### src/sv/swmf_pkg.sv
// shared types and constants of the sliding window median filter
`timescale 1ns / 1ps
`default_nettype none

package swmf_pkg;

  localparam int KernelDef   = 3;
  localparam int MaxWidthDef = 1024;
  localparam int MaxHeight   = 4096;

  localparam int PixW       = 8;
  localparam int RowW       = 12;
  localparam int ColOutW    = 10;
  localparam int CfgWidthW  = 11;
  localparam int CfgHeightW = 13;
  localparam int CfgIdxW    = 2;
  localparam int CfgDataW   = 13;
  localparam int PosW       = 13;

  typedef enum logic [CfgIdxW-1:0] {
    CFG_FRAME_WIDTH  = 2'd0,
    CFG_FRAME_HEIGHT = 2'd1
  } cfg_reg_e;

  typedef struct packed {
    logic [PixW-1:0] pixel;
    logic            start_of_frame;
  } in_beat_t;

  typedef struct packed {
    logic [PixW-1:0]    median;
    logic [RowW-1:0]    out_row;
    logic [ColOutW-1:0] out_col;
    logic               end_of_frame;
  } out_beat_t;

  typedef struct packed {
    logic [RowW-1:0]    out_row;
    logic [ColOutW-1:0] out_col;
    logic               end_of_frame;
    logic               produce;
  } swmf_pos_t;

endpackage

`default_nettype wire

### src/sv/swmf_median.sv
// rank based median selection over one window
`timescale 1ns / 1ps
`default_nettype none

module swmf_median
  import swmf_pkg::*;
#(
  parameter int TAPS = KernelDef * KernelDef
) (
  input  logic [TAPS-1:0][PixW-1:0] win_i,
  output logic [PixW-1:0]           median_o
);

  always_comb begin
    logic [TAPS-1:0] below;
    median_o = '0;
    below    = '0;
    for (int i = 0; i < TAPS; i++) begin
      for (int j = 0; j < TAPS; j++) begin
        below[j] = (win_i[j] < win_i[i]) || ((win_i[j] == win_i[i]) && (j < i));
      end
      if ($countones(below) == TAPS / 2) begin
        median_o = median_o | win_i[i];
      end
    end
  end

endmodule

`default_nettype wire

### config.mk
export PLATFORM = sky130hd
export DESIGN_NAME = swmf_median
export DESIGN_NICKNAME = d
export VERILOG_FILES = /design/src/sv/swmf_pkg.sv /design/src/sv/swmf_median.sv
export SDC_FILE = /design/constraint.sdc
export NUM_CORES = 1
export LEC_CHECK = 0
export BUFFER_PORTS_ARGS = -buffer_cell sky130_fd_sc_hd__buf_4
export CORE_MARGIN = 1.5
export CORE_UTILIZATION = 30
export DETAILED_ROUTE_END_ITERATION = 8
export PLACE_DENSITY = 0.52
export SLEW_MARGIN = 5
export SYNTH_ARGS = -nofsm -noshare
export SYNTH_HDL_FRONTEND = slang
export SYNTH_SLANG_ARGS = --single-unit
### constraint.sdc
create_clock -name vclk -period 7.7
set_input_delay 0.77 -clock vclk [all_inputs]
set_output_delay 0.77 -clock vclk [all_outputs]
set_load 0.02 [all_outputs]
; Word-level counts from Yosys, hierarchy flattened
; Index checks and enable logic that the tools add are counted.
[classes]
eq_ne = 45
bitwise_logic = 8
n_addsub = 72
n_lt_le_gt_ge = 81
n_mux = 9
n_reduce_logical = 36
[op_table]
columns = op, count
row1 = $lt A8 B8 Y1, 81
row2 = $eq A8 B8 Y1, 36
row3 = $add A32 B32 Y32, 6
row4 = $add A1 B1 Y2, 36
row5 = $mux W8, 9
row6 = $add A32 B1 Y32, 2
row7 = $eq A32 B4 Y1 const B, 2
row8 = $or A8 B8 Y8, 8
row9 = $add A2 B2 Y3, 14
row10 = $logic_or A1 B1 Y1, 36
row11 = $add A4 B1 Y5, 7
row12 = $eq A5 B3 Y1 const B, 7
row13 = $add A3 B3 Y4, 7
[word_totals]
input_bits = 72
ff_bits = 0
elab_cells = 251
out_inout_bits = 8

; Longest topological paths before layout
[logic_depth]
depth_word = 23
ltp_mapped = 22
depth_no_buf = 21

; Worst setup path after synthesis
; No wires, ideal clock.
[synth_timing]
path_kind = input -> output
start = input win_i[42] (netlist bit)
end = output median_o[0]
path_stages = 20
required_ps = 6930
arrival_time_ps = 5328
slack_ps = 1602
path_buffers = 0
cell_sequence = inv_1 ha_1 and3_1 a221oi_1 nor3_1 o21ai_1 inv_1 fa_1 inv_1 ha_1 inv_1 fa_1 inv_1 fa_1 fa_1 a211o_1 nor4b_2 or2_2 a22oi_1 nand4_1
[synth_via]
elab_chain_len = 23
[synth_lines]
columns = item, line
row1 = "start, declared", swmf_median.sv:10  ; input logic [TAPS-1:0][PixW-1:0] win_i,
row2 = branches (longest 22 deep; another with $add A32 B32 Y32), n/a
row3 = $mux W8 *, swmf_median.sv:22  ; if ($countones(below) == TAPS / 2) begin
row4 = "end, declared", swmf_median.sv:11  ; output logic [PixW-1:0] median_o
; Every way passes the cells marked *.

; Worst setup path after layout
[layout_timing]
start = input win_i[42] (netlist bit)
end = output median_o[7]
; The elaborated chain is that of the path after synthesis.

==> flow_summary.yaml <==
run_status:
  status: "completed"
floorplanning:
  die_w_um: 172
  top_level_ports: 80
  die-area_um2: 29500
  start_util_pct: 30.6
  rows: 61
  core_area_um2: 27900
  die_h_um: 172
route:
  ant_nets: 0
  first_pass_iters: 8
  first_iter_violations: 819
  viasPerCell: 5.60
  wl_per_cell_um: 22.6
  num_vias: 8574
  drcViolationCount: 0
  wl_um: 34600
yosys:
  yosysSeqAreaShare_pct: 0
  synth_top_area_share_pct: 47.1
  yosys_warnings: 0
  synthTopCellsByArea: "ha_1 (47%), fa_1 (8.4%), inv_1 (6.4%), a21oi_1 (6.0%), o21ai_0 (4.9%)"
  yosysTopAreaCell: "ha_1"
  syn-num-nets: 1490
  synth_cells: 1060
  synth_area_per_cell_um2: 8.07
  synth_cell_types: 43
  synth_area_um2: 8560
sta:
  period_needed_ns: 6.93
  timing.hold.ws_ns: 1.90
  finalSetupViolations: 0
  grt_setup_unrepaired: "false"
  slew_viol_final: 0
  setup_tns_ns: 0
  max_clock_freq_mhz: 144
  period_share_pct: 90.0
  slew-limit-headroom_pct: 41.3
  tightest_slew_ns: 0.871
  finalHoldViolations: 0
grt:
  grt_max_degree: 11
  grt_usage_pct: 23.5
  grt_antenna_before_repair: 0
  grt.overflow.total: 0
  grt_pass1_vias: 8150
  grt_pass1_wl_um: 51400
power_and_ir_drop:
  total_power_mw: 1.69
  p_leak_nw: 4.92
  p_per_area_nw_per_um2: 173
  peakVddDrop_mv: 0.272
layout:
  multi_input_comb_area_um2: 7990
  areaGrowthSynthToFinish_pct: 13.9
  nFillCells: 2997
  fin_nets: 1586
  antenna_cells: 0
  regArea_um2: 0
  clock_buffers: 0
  fin_util_pct: 34.9
  seq_cells: 0
  drive_gt1_share_pct: 11.1
min_path:
  min_path_type: "input port to output pin"
cts:
  ctsHoldBuffers: 0
  postCtsSetupBuffers: 0
  cts_resized: 0
critical_path:
  setup.worst_path.class: "input port to output pin"
  critPathCaptureType: "output pin"
  crit_fanout: 8
  start_kind: "input port"
  required_ns: 6.93
  crit_arrival_ns: 6.16
placement:
  place_congestion: 0.926
  dp_hpwl_um: 29200
  portBuffers: 80
run:
  drv_cap: 0
==> through the flow <==
stage / cells / setup slack (ns) / area, µm²
CTS: 1532 / 0.837 / 9750
detailed placement: 1532 / 0.831 / 9750
finish: 1532 / 0.774 / 9750
global route: 1532 / 0.349 / 9750
floorplan: 1060 / 1.60 / 8560
global placement: 1532 / 0.838 / 9750
==> worst paths after layout <==
| path | slack [ns] | depth (start not counted) | from | to |
|---|---|---|---|---|
| hold / removal | 1.90 | 4 | win_i[46] | median_o[6] |
| setup / recovery | 0.77 | 22 | win_i[42] | median_o[7] |
==> area by class of cell <==
class                      instances  area share (%)
timing repair buffer              98            7.55
multi-input combinational        910            82.0
inverter                         146            5.62
tap                              378            4.85
==> cell families after synthesis <==
group	count (synthesis)	share of synthesized area, %
adder cells (fa/ha/maj)	358	55.5
AO/OA/AOI/OAI	293	20.7
AND/OR/NAND/NOR	258	17.1
buffers and inverters	150	6.58
multiplexers	1	0.117
==> routing by layer <==
layer  vias up  track usage [%]  part of all wire, %
li1       4152                -                    -
met1      3954             34.8                   49
met2       408             35.9                   41
met3        60             2.79                  7.6
met4         0             5.63                  2.6
met5         -                0                    0
==> power breakdown <==
part | total [mW] | switching (mW) | internal [mW]
sequential | 0 | 0 | 0
clock | 0 | 0 | 0
combinational | 1.69 | 0.970 | 0.717
total | 1.69 | 0.970 | 0.717
==> synth_stat cells (4+ instances only) <==
cell type,instances
a221oi_1,10
a22oi_1,19
o22ai_1,8
nand4_1,64
ha_1,322
and3_1,6
nor2_1,36
o21a_1,28
o211ai_1,6
nor3_1,4
nor2b_1,34
a22o_1,6
nor4bb_1,4
a222oi_1,8
nor4b_2,5
o21ai_1,4
nand3_1,18
inv_1,145
or2_2,21
a21o_1,6
a21oi_1,103
nand2_1,50
o21ai_0,84
clkbuf_1,4
or3_1,4
fa_1,36
==> worst max-delay path, cell delays in order <==
cell and delay, ns:
buf_4 0.11, inv_1 0.27, ha_1 0.31, and3_1 0.20, a221oi_1 0.31, nor3_1 0.08, o21ai_1 0.21, inv_1 0.09
fa_1 0.51, inv_1 0.05, ha_1 0.27, inv_1 0.05, fa_1 0.53, inv_1 0.05, fa_1 0.40, fa_1 0.47
a211o_1 0.30, nor4b_2 0.38, o21ai_0 0.27, and4_1 0.29, nand3_1 0.09, buf_4 0.15
==> placed cells by master, fill, tap and decap left out, types with 4 or more instances in the layout <==
| cell type | n |
|---|---|
| o22ai_1 | 8 |
| a221oi_1 | 10 |
| o21a_1 | 28 |
| buf_4 | 98 |
| nand3_1 | 18 |
| a21oi_1 | 103 |
| a222oi_1 | 8 |
| nor4b_2 | 5 |
| o21ai_1 | 4 |
| o21ai_0 | 84 |
| inv_1 | 145 |
| or2_2 | 21 |
| o211ai_1 | 6 |
| or3_1 | 4 |
| ha_1 | 322 |
| a21o_1 | 6 |
| fa_1 | 36 |
| a22o_1 | 6 |
| nand2_1 | 50 |
| nor3_1 | 4 |
| nor2b_1 | 34 |
| nor2_1 | 36 |
| and3_1 | 6 |
| a22oi_1 | 19 |
| nor4bb_1 | 4 |
| nand4_1 | 64 |
No activity file was read; power rests on OpenSTA's default activity.
